`src/rtl/tfpc_pkg.sv`:
```
// Package: shared types and constants for the tank fill pump controller.
`timescale 1ns / 1ps

package tfpc_pkg;

  // Field and register widths
  localparam int unsigned PCT_W   = 7;
  localparam int unsigned TICK_W  = 16;
  localparam int unsigned STATE_W = 3;
  localparam int unsigned CIDX_W  = 2;
  localparam int unsigned CDATA_W = 16;

  // Register reset values
  localparam logic [PCT_W-1:0]  RES_LOW_RST  = 7'd25;
  localparam logic [TICK_W-1:0] SETTLE_RST   = 16'd500;
  localparam logic [TICK_W-1:0] MIN_OFF_RST  = 16'd6000;

  // Controller states, encoded as reported on state_code
  typedef enum logic [STATE_W-1:0] {
    FSM_INIT     = 3'd0,
    FSM_IDLE     = 3'd1,
    FSM_FILL     = 3'd2,
    FSM_SETTLE   = 3'd3,
    FSM_RES_WAIT = 3'd4,
    FSM_TRIP     = 3'd5,
    FSM_MANUAL   = 3'd6
  } state_t;

  // Configuration register indexes
  typedef enum logic [CIDX_W-1:0] {
    CFG_RES_LOW = 2'd0,
    CFG_SETTLE  = 2'd1,
    CFG_MIN_OFF = 2'd2
  } cfg_idx_t;

endpackage

```
`src/rtl/tfpc_in_if.sv`:
```
// Interface: input tick channel (valid/ready plus sensor and button flags).
`timescale 1ns / 1ps

interface tfpc_in_if
  import tfpc_pkg::*;
  ();
  logic             valid;
  logic             ready;
  logic [PCT_W-1:0] reservoir_pct;
  logic             pump_running;
  logic             trip_active;
  logic             pump_demand;
  logic             mode_press;
  logic             manual_press;
  logic             ack_press;
  logic             interlock_clear_ok;

  modport source (
    output valid, reservoir_pct, pump_running, trip_active, pump_demand,
           mode_press, manual_press, ack_press, interlock_clear_ok,
    input  ready
  );
  modport sink (
    input  valid, reservoir_pct, pump_running, trip_active, pump_demand,
           mode_press, manual_press, ack_press, interlock_clear_ok,
    output ready
  );
endinterface

```
`src/rtl/tfpc_out_if.sv`:
```
// Interface: result channel (valid/ready plus pump, valve, buzzer and state).
`timescale 1ns / 1ps

interface tfpc_out_if
  import tfpc_pkg::*;
  ();
  logic               valid;
  logic               ready;
  logic               pump_on_cmd;
  logic               valve_open_cmd;
  logic               buzzer_on;
  logic [STATE_W-1:0] state_code;

  modport source (
    output valid, pump_on_cmd, valve_open_cmd, buzzer_on, state_code,
    input  ready
  );
  modport sink (
    input  valid, pump_on_cmd, valve_open_cmd, buzzer_on, state_code,
    output ready
  );
endinterface

```
`src/rtl/tfpc_cfg_if.sv`:
```
// Interface: configuration write channel (valid/ready, index, data).
`timescale 1ns / 1ps

interface tfpc_cfg_if
  import tfpc_pkg::*;
  ();
  logic               valid;
  logic               ready;
  logic [CIDX_W-1:0]  index;
  logic [CDATA_W-1:0] data;

  modport source (output valid, index, data, input ready);
  modport sink   (input valid, index, data, output ready);
endinterface

```
`src/rtl/tank_fill_pump_controller.sv`:
```
// Top level: tank fill pump controller state machine with registered result.
`timescale 1ns / 1ps
// The result of an input transfer is valid on the output register in the cycle after it.
// Throughput: one tick per cycle; the next tick is taken while a result waits
// as long as the output register is empty or being drained in the same cycle.
// Configuration writes are taken every cycle (ready tied high).
// Synchronous active-low reset: state init, counters cleared, off counter at
// 6000, registers at 25 / 500 / 6000, output register empty.

module tank_fill_pump_controller
  import tfpc_pkg::*;
(
  input  logic       clk,
  input  logic       rst_n,
  tfpc_in_if.sink    in_if,
  tfpc_out_if.source out_if,
  tfpc_cfg_if.sink   cfg_if
);

  // Configuration registers
  logic [PCT_W-1:0]  res_low_r;
  logic [TICK_W-1:0] settle_ticks_r;
  logic [TICK_W-1:0] min_off_r;

  // Controller state
  state_t            state_r, state_nxt;
  logic [TICK_W-1:0] settle_cnt_r, settle_cnt_nxt;
  logic [TICK_W-1:0] off_cnt_r, off_cnt_nxt;
  logic              silenced_r, silenced_nxt;
  logic              pump_r, pump_nxt;
  logic              valve_r, valve_nxt;

  // Output register
  logic               out_valid_r;
  logic               out_pump_r;
  logic               out_valve_r;
  logic               out_buzz_r;
  logic [STATE_W-1:0] out_state_r;

  logic in_xfer;
  logic cfg_xfer;

  // Intermediate decode
  state_t            st_ack;   // state after trip / ack handling
  state_t            st_mode;  // state after mode button
  logic              level_low;
  logic              off_ok;
  logic              mode_clr;
  logic [TICK_W-1:0] settle_inc;

  assign in_if.ready  = !out_valid_r || out_if.ready;
  assign in_xfer      = in_if.valid && in_if.ready;
  assign cfg_if.ready = 1'b1;
  assign cfg_xfer     = cfg_if.valid;

  // Configuration writes
  always_ff @(posedge clk) begin
    if (!rst_n) begin
      res_low_r      <= RES_LOW_RST;
      settle_ticks_r <= SETTLE_RST;
      min_off_r      <= MIN_OFF_RST;
    end else if (cfg_xfer) begin
      case (cfg_if.index)
        CFG_RES_LOW: res_low_r      <= cfg_if.data[PCT_W-1:0];
        CFG_SETTLE:  settle_ticks_r <= cfg_if.data[TICK_W-1:0];
        CFG_MIN_OFF: min_off_r      <= cfg_if.data[TICK_W-1:0];
        default: ;
      endcase
    end
  end

  // Off counter, level compare and the trip / ack / mode pre-decode
  always_comb begin
    if (in_if.pump_running) begin
      off_cnt_nxt = '0;
    end else if (off_cnt_r < min_off_r) begin
      off_cnt_nxt = off_cnt_r + 1'b1;
    end else begin
      off_cnt_nxt = off_cnt_r;
    end
    off_ok    = off_cnt_nxt >= min_off_r;
    level_low = in_if.reservoir_pct < res_low_r;

    st_ack = state_r;
    if (in_if.trip_active) st_ack = FSM_TRIP;
    if (in_if.ack_press && in_if.interlock_clear_ok) st_ack = FSM_IDLE;

    mode_clr = 1'b0;
    st_mode  = st_ack;
    if (in_if.mode_press) begin
      if (st_ack == FSM_MANUAL) begin
        mode_clr = 1'b1;
        st_mode  = FSM_IDLE;
      end else if (st_ack == FSM_IDLE || st_ack == FSM_FILL) begin
        mode_clr = 1'b1;
        st_mode  = FSM_MANUAL;
      end
    end

    settle_inc = (settle_cnt_r < settle_ticks_r) ? settle_cnt_r + 1'b1 : settle_cnt_r;
  end

  // Next state
  always_comb begin
    state_nxt = st_mode;
    if (in_if.trip_active) begin
      state_nxt = st_ack;
    end else begin
      case (st_mode)
        FSM_INIT:     state_nxt = FSM_IDLE;
        FSM_IDLE: begin
          if (level_low) state_nxt = FSM_RES_WAIT;
          else if (in_if.pump_demand && off_ok) state_nxt = FSM_FILL;
        end
        FSM_FILL: begin
          if (level_low) state_nxt = FSM_RES_WAIT;
          else if (!in_if.pump_demand) state_nxt = FSM_SETTLE;
        end
        FSM_SETTLE: begin
          if (settle_inc >= settle_ticks_r) state_nxt = FSM_IDLE;
        end
        FSM_RES_WAIT: begin
          if (!level_low) state_nxt = FSM_IDLE;
        end
        default: state_nxt = st_mode;
      endcase
    end
  end

  // Latches, settle counter and buzzer silence
  always_comb begin
    silenced_nxt = silenced_r;
    if (in_if.trip_active && state_r != FSM_TRIP) silenced_nxt = 1'b0;
    if (in_if.ack_press) silenced_nxt = 1'b1;

    pump_nxt       = pump_r;
    valve_nxt      = valve_r;
    settle_cnt_nxt = settle_cnt_r;
    if (in_if.trip_active) begin
      pump_nxt  = 1'b0;
      valve_nxt = 1'b0;
    end else begin
      if (mode_clr) begin
        pump_nxt  = 1'b0;
        valve_nxt = 1'b0;
      end
      case (st_mode)
        FSM_INIT, FSM_IDLE: begin
          pump_nxt       = 1'b0;
          valve_nxt      = 1'b0;
          settle_cnt_nxt = '0;
        end
        FSM_FILL: begin
          if (level_low) begin
            pump_nxt  = 1'b0;
            valve_nxt = 1'b0;
          end else if (!in_if.pump_demand) begin
            pump_nxt       = 1'b0;
            valve_nxt      = 1'b0;
            settle_cnt_nxt = '0;
          end else begin
            pump_nxt  = 1'b1;
            valve_nxt = 1'b1;
          end
        end
        FSM_SETTLE: begin
          pump_nxt       = 1'b0;
          valve_nxt      = 1'b0;
          settle_cnt_nxt = (settle_inc >= settle_ticks_r) ? '0 : settle_inc;
        end
        FSM_MANUAL: begin
          if (in_if.manual_press && off_ok) begin
            pump_nxt  = 1'b1;
            valve_nxt = 1'b1;
          end
          if (in_if.pump_running) valve_nxt = 1'b1;
        end
        default: begin
          pump_nxt  = 1'b0;
          valve_nxt = 1'b0;
        end
      endcase
    end
  end

  // State update on each input transfer
  always_ff @(posedge clk) begin
    if (!rst_n) begin
      state_r      <= FSM_INIT;
      settle_cnt_r <= '0;
      off_cnt_r    <= MIN_OFF_RST;
      silenced_r   <= 1'b0;
      pump_r       <= 1'b0;
      valve_r      <= 1'b0;
    end else if (in_xfer) begin
      state_r      <= state_nxt;
      settle_cnt_r <= settle_cnt_nxt;
      off_cnt_r    <= off_cnt_nxt;
      silenced_r   <= silenced_nxt;
      pump_r       <= pump_nxt;
      valve_r      <= valve_nxt;
    end
  end

  // Output register: valid flag
  always_ff @(posedge clk) begin
    if (!rst_n) begin
      out_valid_r <= 1'b0;
    end else if (in_xfer) begin
      out_valid_r <= 1'b1;
    end else if (out_if.ready) begin
      out_valid_r <= 1'b0;
    end
  end

  // Output register: payload
  always_ff @(posedge clk) begin
    if (in_xfer) begin
      out_pump_r  <= pump_nxt;
      out_valve_r <= valve_nxt;
      out_buzz_r  <= (state_nxt == FSM_TRIP) && !silenced_nxt;
      out_state_r <= state_nxt;
    end
  end

  assign out_if.valid          = out_valid_r;
  assign out_if.pump_on_cmd    = out_pump_r;
  assign out_if.valve_open_cmd = out_valve_r;
  assign out_if.buzzer_on      = out_buzz_r;
  assign out_if.state_code     = out_state_r;

  // A trip transfer always produces a result with pump and valve off
  a_trip_off: assert property (@(posedge clk) disable iff (!rst_n)
    in_xfer && in_if.trip_active |=> out_valid_r && !out_pump_r && !out_valve_r)
    else $error("trip did not force outputs off");

  // A trip without a clearing ack lands in the tripped state
  a_trip_state: assert property (@(posedge clk) disable iff (!rst_n)
    in_xfer && in_if.trip_active && !in_if.ack_press |=> state_r == FSM_TRIP)
    else $error("trip did not enter tripped state");

  // Pump feedback zeroes the off counter
  a_off_zero: assert property (@(posedge clk) disable iff (!rst_n)
    in_xfer && in_if.pump_running |=> off_cnt_r == '0)
    else $error("off counter not cleared by running pump");

  // A stalled result is kept until taken
  a_out_hold: assert property (@(posedge clk) disable iff (!rst_n)
    out_valid_r && !out_if.ready |=> out_valid_r && $stable(out_state_r))
    else $error("stalled result lost");

  // An ack silences the buzzer in its own result
  a_buzz_trip: assert property (@(posedge clk) disable iff (!rst_n)
    in_xfer && in_if.ack_press |=> !out_buzz_r)
    else $error("buzzer on after ack");

endmodule
```
`src/flat_wrapper.sv`:
```
// flat-port wrapper written by rule: the top's interface ports become plain ports
module tank_fill_pump_controller_flat import tfpc_pkg::*;
  (clk, rst_n, in_if_valid, in_if_reservoir_pct, in_if_pump_running, in_if_trip_active, in_if_pump_demand, in_if_mode_press, in_if_manual_press, in_if_ack_press, in_if_interlock_clear_ok, in_if_ready, out_if_valid, out_if_pump_on_cmd, out_if_valve_open_cmd, out_if_buzzer_on, out_if_state_code, out_if_ready, cfg_if_valid, cfg_if_index, cfg_if_data, cfg_if_ready);
  tfpc_in_if in_if_i ();
  tfpc_out_if out_if_i ();
  tfpc_cfg_if cfg_if_i ();
  input  logic clk;
  input  logic rst_n;
  input wire logic [$bits(in_if_i.valid)-1:0] in_if_valid;
  input wire logic [$bits(in_if_i.reservoir_pct)-1:0] in_if_reservoir_pct;
  input wire logic [$bits(in_if_i.pump_running)-1:0] in_if_pump_running;
  input wire logic [$bits(in_if_i.trip_active)-1:0] in_if_trip_active;
  input wire logic [$bits(in_if_i.pump_demand)-1:0] in_if_pump_demand;
  input wire logic [$bits(in_if_i.mode_press)-1:0] in_if_mode_press;
  input wire logic [$bits(in_if_i.manual_press)-1:0] in_if_manual_press;
  input wire logic [$bits(in_if_i.ack_press)-1:0] in_if_ack_press;
  input wire logic [$bits(in_if_i.interlock_clear_ok)-1:0] in_if_interlock_clear_ok;
  output wire logic [$bits(in_if_i.ready)-1:0] in_if_ready;
  output wire logic [$bits(out_if_i.valid)-1:0] out_if_valid;
  output wire logic [$bits(out_if_i.pump_on_cmd)-1:0] out_if_pump_on_cmd;
  output wire logic [$bits(out_if_i.valve_open_cmd)-1:0] out_if_valve_open_cmd;
  output wire logic [$bits(out_if_i.buzzer_on)-1:0] out_if_buzzer_on;
  output wire logic [$bits(out_if_i.state_code)-1:0] out_if_state_code;
  input wire logic [$bits(out_if_i.ready)-1:0] out_if_ready;
  input wire logic [$bits(cfg_if_i.valid)-1:0] cfg_if_valid;
  input wire logic [$bits(cfg_if_i.index)-1:0] cfg_if_index;
  input wire logic [$bits(cfg_if_i.data)-1:0] cfg_if_data;
  output wire logic [$bits(cfg_if_i.ready)-1:0] cfg_if_ready;
  assign in_if_i.valid = in_if_valid;
  assign in_if_i.reservoir_pct = in_if_reservoir_pct;
  assign in_if_i.pump_running = in_if_pump_running;
  assign in_if_i.trip_active = in_if_trip_active;
  assign in_if_i.pump_demand = in_if_pump_demand;
  assign in_if_i.mode_press = in_if_mode_press;
  assign in_if_i.manual_press = in_if_manual_press;
  assign in_if_i.ack_press = in_if_ack_press;
  assign in_if_i.interlock_clear_ok = in_if_interlock_clear_ok;
  assign in_if_ready = in_if_i.ready;
  assign out_if_valid = out_if_i.valid;
  assign out_if_pump_on_cmd = out_if_i.pump_on_cmd;
  assign out_if_valve_open_cmd = out_if_i.valve_open_cmd;
  assign out_if_buzzer_on = out_if_i.buzzer_on;
  assign out_if_state_code = out_if_i.state_code;
  assign out_if_i.ready = out_if_ready;
  assign cfg_if_i.valid = cfg_if_valid;
  assign cfg_if_i.index = cfg_if_index;
  assign cfg_if_i.data = cfg_if_data;
  assign cfg_if_ready = cfg_if_i.ready;
  tank_fill_pump_controller u_core (.clk(clk), .rst_n(rst_n), .in_if(in_if_i), .out_if(out_if_i), .cfg_if(cfg_if_i));
endmodule
```
`config.mk`:
```
export PLATFORM = sky130hd
export DESIGN_NAME = tank_fill_pump_controller_flat
export DESIGN_NICKNAME = d
export VERILOG_FILES = /design/src/rtl/tfpc_pkg.sv /design/src/rtl/tfpc_in_if.sv /design/src/rtl/tfpc_out_if.sv /design/src/rtl/tfpc_cfg_if.sv /design/src/rtl/tank_fill_pump_controller.sv /design/src/flat_wrapper.sv
export SDC_FILE = /design/constraint.sdc
export NUM_CORES = 1
export LEC_CHECK = 0
export ABC_AREA = 1
export BUFFER_PORTS_ARGS = -buffer_cell sky130_fd_sc_hd__buf_2
export CAP_MARGIN = 5
export CELL_PAD_IN_SITES_DETAIL_PLACEMENT = 0
export CELL_PAD_IN_SITES_GLOBAL_PLACEMENT = 1
export CORE_ASPECT_RATIO = 1.75
export CORE_MARGIN = 1
export CORE_UTILIZATION = 45
export CTS_CLUSTER_DIAMETER = 100
export CTS_CLUSTER_SIZE = 14
export DETAILED_ROUTE_END_ITERATION = 16
export PLACE_DENSITY_LB_ADDON = 0.05
export SLEW_MARGIN = 0
export SYNTH_ARGS = -nofsm -noshare
export SYNTH_HDL_FRONTEND = slang
export SYNTH_SLANG_ARGS = --single-unit
```
`constraint.sdc`:
```
create_clock -name clk -period 4.98 [get_ports clk]
set_input_delay 0.249 -clock clk [delete_from_list [all_inputs] [get_ports clk]]
set_output_delay 0.249 -clock clk [all_outputs]
set_load 0.05 [all_outputs]
```
---- Word level (Yosys, flattened, before mapping) ----
Cells that the tools add are included.
storage, ports and cells
  output and inout bits ................... 9
  register bits after elaboration ......... 84
  logic and storage cells ................. 93
cells by class
  bitwise operators ....................... 1
  $lt $le $gt $ge ......................... 5
  mux-type cells .......................... 38
  equality and inequality tests ........... 14
  add/subtract/negate cells ............... 2
  reductions and logical operators ........ 19
operators by type and width
  cell                                                              number
  16-bit two-way mux                                                6
  16-bit case mux with 3 select lines                               1
  3-bit two-way mux                                                 12
  16-bit by 1-bit adder with 16-bit output (second input constant)  2
  16-bit greater-or-equal comparator                                2
  16-bit less-than comparator                                       2
  1-bit two-way mux                                                 16
  3-bit case mux with 5 select lines                                1
  3-bit == test (second input constant)                             4
  3-bit by 2-bit == test with 1-bit output (second input constant)  3
  7-bit less-than comparator                                        1
  3-bit by 1-bit == test with 1-bit output (second input constant)  2
  1-bit logical AND                                                 6
  2-bit AND reduction                                               3
  5-bit AND reduction                                               1
  2-bit inequality test (second input constant)                     2
  1-bit case mux with 2 select lines                                2
  3-bit zero test                                                   1
  3-bit inequality test (second input constant)                     1
  3-bit nonzero test                                                1
  2-bit by 1-bit == test with 1-bit output (second input constant)  1
  2-bit == test (second input constant)                             1
  1-bit zero test                                                   2
  2-bit zero test                                                   1
  other kinds (4)                                                   5

---- Longest topological paths before layout ----
  word-level depth ........................ 13
  depth in mapped cells ................... 29

---- Worst setup path after synthesis ----
Ideal clock, no wire load.
  path type ............................... reg2reg
  start ................................... register u_core.off_cnt_r[9]
  end ..................................... register u_core.out_state_r[1] (netlist: u_core.out_if.state_code[1]) (data pin)
  stages on the path, launching flop included .. 23
  setup time .............................. 0.252 ns
  buffers on the path ..................... 0
  arrival ................................. 2.858 ns
  path slack .............................. 1.870 ns
  required time ........................... 4.728 ns
  cell sequence ........................... dfxtp_1 ha_1 a21oi_1 o21ai_0 a21oi_2 a21boi_2 o21ai_0 a21oi_1 ha_1 nand2_1 nand2_1 nand2_1 nand2_1 nor2_1 nand2_1 nand2_1 nand2_1 nand2_1 o21bai_1 nand2_1 nand3_1 nand2_1 inv_1
between the ends
  word-level cells in the longest chain between the ends .. 9
ends and longest elaborated chain
  what                                line                              source
  start, declared                     tank_fill_pump_controller.sv:28   logic [TICK_W-1:0] off_cnt_r, off_cnt_nxt;
  start signal, assigned              tank_fill_pump_controller.sv:198  off_cnt_r <= off_cnt_nxt;
  16-bit less-than comparator         tank_fill_pump_controller.sv:76   end else if (off_cnt_r < min_off_r) begin
  16-bit two-way mux                  tank_fill_pump_controller.sv:76
  16-bit two-way mux                  tank_fill_pump_controller.sv:74   if (in_if.pump_running) begin
  named net u_core.off_cnt_nxt[5]     tank_fill_pump_controller.sv:28
  16-bit greater-or-equal comparator  tank_fill_pump_controller.sv:81   off_ok = off_cnt_nxt >= min_off_r;
  1-bit logical AND                   tank_fill_pump_controller.sv:113  else if (in_if.pump_demand && off_ok) state_nxt = FSM_FILL;
  3-bit two-way mux                   tank_fill_pump_controller.sv:113
  3-bit two-way mux                   tank_fill_pump_controller.sv:112  if (level_low) state_nxt = FSM_RES_WAIT;
  3-bit case mux with 5 select lines  tank_fill_pump_controller.sv:109  case (st_mode)
  3-bit two-way mux                   tank_fill_pump_controller.sv:106  if (in_if.trip_active) begin
  named net u_core.state_nxt[1]       tank_fill_pump_controller.sv:26   state_t state_r, state_nxt;
  end signal, assigned                tank_fill_pump_controller.sv:222  out_state_r <= state_nxt;
  end, declared                       tank_fill_pump_controller.sv:38   logic [STATE_W-1:0] out_state_r;
The timed path passes the listed nets, and every way through them passes these cells.
A chain may end at the register's enable or synchronous reset.

---- Worst setup path after layout ----
  start ................................... register u_core.settle_cnt_r[3]
  end ..................................... register u_core.out_state_r[1] (netlist: u_core.out_if.state_code[1]) (data pin)
between the ends
  word-level cells in the longest chain between the ends .. 6
ends and longest elaborated chain
  what                                                                                     line                              source
  start, declared                                                                          tank_fill_pump_controller.sv:27   logic [TICK_W-1:0] settle_cnt_r, settle_cnt_nxt;
  start signal, assigned                                                                   tank_fill_pump_controller.sv:197  settle_cnt_r <= settle_cnt_nxt;
  16-bit by 1-bit adder with 16-bit output or 16-bit less-than comparator (tied branches)  tank_fill_pump_controller.sv:100  settle_inc = (settle_cnt_r < settle_ticks_r) ? settle_cnt_r + 1'b1 : settle_cnt_r;
  16-bit two-way mux (*)                                                                   tank_fill_pump_controller.sv:100
  16-bit greater-or-equal comparator (*)                                                   tank_fill_pump_controller.sv:120  if (settle_inc >= settle_ticks_r) state_nxt = FSM_IDLE;
  3-bit two-way mux (*)                                                                    tank_fill_pump_controller.sv:120
  3-bit case mux with 5 select lines (*)                                                   tank_fill_pump_controller.sv:109
  3-bit two-way mux (*)                                                                    tank_fill_pump_controller.sv:106
  named net u_core.state_nxt[1]                                                            tank_fill_pump_controller.sv:26
The timed path passes the listed nets; every way through them passes the cells marked *.

==> impl_metrics.json <==
{
  "cts_resized": 0,
  "slowest_stage": "nand2_1",
  "setup_tns_ns": 0,
  "drt_iter0_drc": 197,
  "p_leak_nw": 3.53,
  "routed_wl_mm": 16.5,
  "status": "completed",
  "fmax_mhz": 232,
  "grt_pass1_wl_mm": 27.4,
  "antenna_found_initial": 0,
  "arrival_ns": 4.41,
  "cts-root-buf": "clkbuf_16",
  "cts_tree": "built",
  "crit_type": "reg -> reg",
  "io_buffers": 44,
  "die_area_sq_um": 14300,
  "timing.rr.start": "u_core.settle_cnt_r[3]",
  "place_congestion": 0.906,
  "ys_warn_count": 0,
  "required_ns": 5.08,
  "ir_drop_v": 0.000152,
  "grt_setup_unrepaired": "no",
  "finalSetupViolCount": 0,
  "slew_headroom_pct": 47.1,
  "tightest_slew_ns": 0.791,
  "syn_nets": 1013,
  "pre_cts_slack_ns": 0.684,
  "final_cell_count_no_fill": 1115,
  "wl_per_cell_um": 14.8,
  "htreeDepth": 3,
  "antenna-diode-count": 0,
  "fin_nets": 1044,
  "avgSynthCellArea_sq_um": 6.86,
  "fin_crit_sh_pct": 86.5,
  "grt_max_degree": 55,
  "core_area_sq_um": 13500,
  "fin_ws_ns": 0.673,
  "numCtsBuffers": 9,
  "ys_ff_latch": 84,
  "hpwlAfterDp_mm": 12.9,
  "top_level_ports": 46,
  "hold_buffers": 0,
  "placedCellCount": 1100,
  "yosysSeqAreaShare_pct": 28.0,
  "slew_violations": 0,
  "synthCells": 906,
  "ys_async_sr_fraction_pct": 0,
  "drive_above_1_share_pct": 11.8,
  "worstPathMaxFanout": 21,
  "hold_path_class": "in -> reg",
  "synth-edff-count": 6,
  "die_y_um": 158,
  "dr.pass1.iters": 4,
  "finalClockSkew_ns": 0.0104,
  "row_count": 56,
  "slowest_delay_ns": 0.49,
  "synth.distinct_cells": 43,
  "path_cells": "ha_1 -> a21oi_1 -> o21ai_0 -> nand2_1 -> nand2_1 -> nand2_1 -> nand2_1 -> o21ai_0 -> inv_1 -> ha_1 -> nand2_1 -> inv_1 -> nand3_1 -> nor3_1 -> nand3_1 -> nand4_4 -> nand3_1 -> nand2_1 -> inv_1",
  "ant_nets": 0,
  "utilization_pct": 51.2,
  "clk_path_buf_depth": 2,
  "vias": 5798,
  "overflow": 0,
  "critical_path.startpoint_type": "flop",
  "cap_violations": 0,
  "clock_latency_ns": 0.34,
  "drc_errors": 0,
  "register_area_sq_um": 1740,
  "post-route-min-period_ns": 4.31,
  "power.density_nw_per_um2": 280,
  "grtUsageTotal_pct": 24.2,
  "viasPerCell": 5.20,
  "synth_area_sq_um": 6220,
  "critPathCaptureType": "flop",
  "cts.reportedPaths.clkPinSlew_ns": 0.07,
  "start_util_pct": 46.2,
  "reg2reg_depth": 19,
  "hold_depth": 3,
  "multi_input_area_sq_um": 3810,
  "cp-startpoint": "u_core.settle_cnt_r[3]",
  "clkSinkCount": 84,
  "syn_to_final_growth_pct": 10.8,
  "ys.flop_type": "dfxtp_1",
  "post_cts_buffers": 0,
  "fp.dieW_um": 90.9,
  "min-delay-start": "cfg_if_data[12]",
  "fillers": 1391,
  "hold_violations": 0,
  "cp_common_cell": "nand2_1",
  "grt_pass1_vias": 5737
}
-- kinds of logic after synthesis --
logic type	synth area share, %
DFF	28.0
xor gates and xnor gates	3.24
other	0.0603
and+or+nand+nor	27.0
AOI/OAI and AO/OA	16.8
adders and majority gates	14.1
buffers and inverters	10.8
-- cells in the mapped netlist (all sizes together), types with 2 or more instances --
library cell	number	area share (%)
buf	10	1.2
xor2	17	2.4
nand2	241	16
edfxtp	6	2.9
nor3	17	1.4
dfxtp	78	25
o21bai	3	0.36
nand4	13	1.6
a21oi	102	8.9
o211ai	19	2.3
ha	70	14
nand3	58	4.7
o21a	3	0.36
nor2	38	2.8
inv	140	8.5
o21ai	56	4.5
xnor2	6	0.85
nor4	2	0.20
clkbuf	18	1.1
nand3b	3	0.36
-- area by class of cell --
cell class | instances | share of cell area, %
Clock buffer | 9 | 3.27
Clock inverter | 6 | 1.63
Inverter | 140 | 7.70
Multi-Input combinational cell | 654 | 55.3
Sequential cell | 84 | 25.3
Tap cell | 174 | 3.16
Timing Repair Buffer | 48 | 3.63
-- worst paths after layout --
check,end,slack (ns)
setup / recovery,u_core.out_if.state_code[1],0.67
hold / removal,u_core.min_off_r[12],0.14
setup reg to reg,u_core.out_if.state_code[1],0.67
hold reg to reg,u_core.res_low_r[1],0.47
-- power breakdown --
group	total [W]	switching, W	internal, W
clock network	0.000777	0.000288	0.000489
logic	0.000407	0.000271	0.000136
registers	0.000747	0.0000303	0.000717
total	0.00193	0.000589	0.00134
-- sequential cells by signal, summed over array words and instances, names as in the netlist, 3 cells and up --
name / count
u_core.min_off_r: 16
u_core.state_r: 3
u_core.settle_cnt_r: 16
u_core.settle_ticks_r: 16
u_core.res_low_r: 7
u_core.off_cnt_r: 16
u_core.out_if.state_code: 3
-- critical path, delay by kind of cell, from the launching register on --
family / cells / cell delay, ns
fa+ha+maj: 2 / 0.59
compound gates: 3 / 0.60
flops: 1 / 0.45
simple gates: 11 / 2.22
buf+inv: 3 / 0.19
-- stage by stage --
stage          power, W  area, sq um  hold WS [ns]
2_1_floorplan   0.00106         6220         0.379
3_3_place_gp    0.00116         6550         0.447
3_5_place_dp    0.00117         6550         0.460
4_1_cts         0.00195         6890         0.135
5_1_grt         0.00204         6890         0.151
6_report        0.00193         6890         0.141
-- cell usage in the layout (no fill, tap or decap), types with 15 or more instances in the layout --
master      n
inv_1     132
o211ai_1   19
nor2_1     34
nand3_1    57
a21oi_1    91
dfxtp_1    78
xor2_1     17
o21ai_0    53
ha_1       70
buf_2      44
nor3_1     15
nand2_1   222
nand2_2    15
-- per-layer routing --
| metal | track usage [%] | up-vias | share of wire (%) |
|---|---|---|---|
| met5 | 0 | - | 0 |
| met4 | 8.62 | 0 | 2.1 |
| met3 | 2.61 | 22 | 1.7 |
| met2 | 48.7 | 67 | 56 |
| met1 | 25.5 | 2670 | 40 |
| li1 | - | 3039 | - |
(Power assumes the default switching activity.)
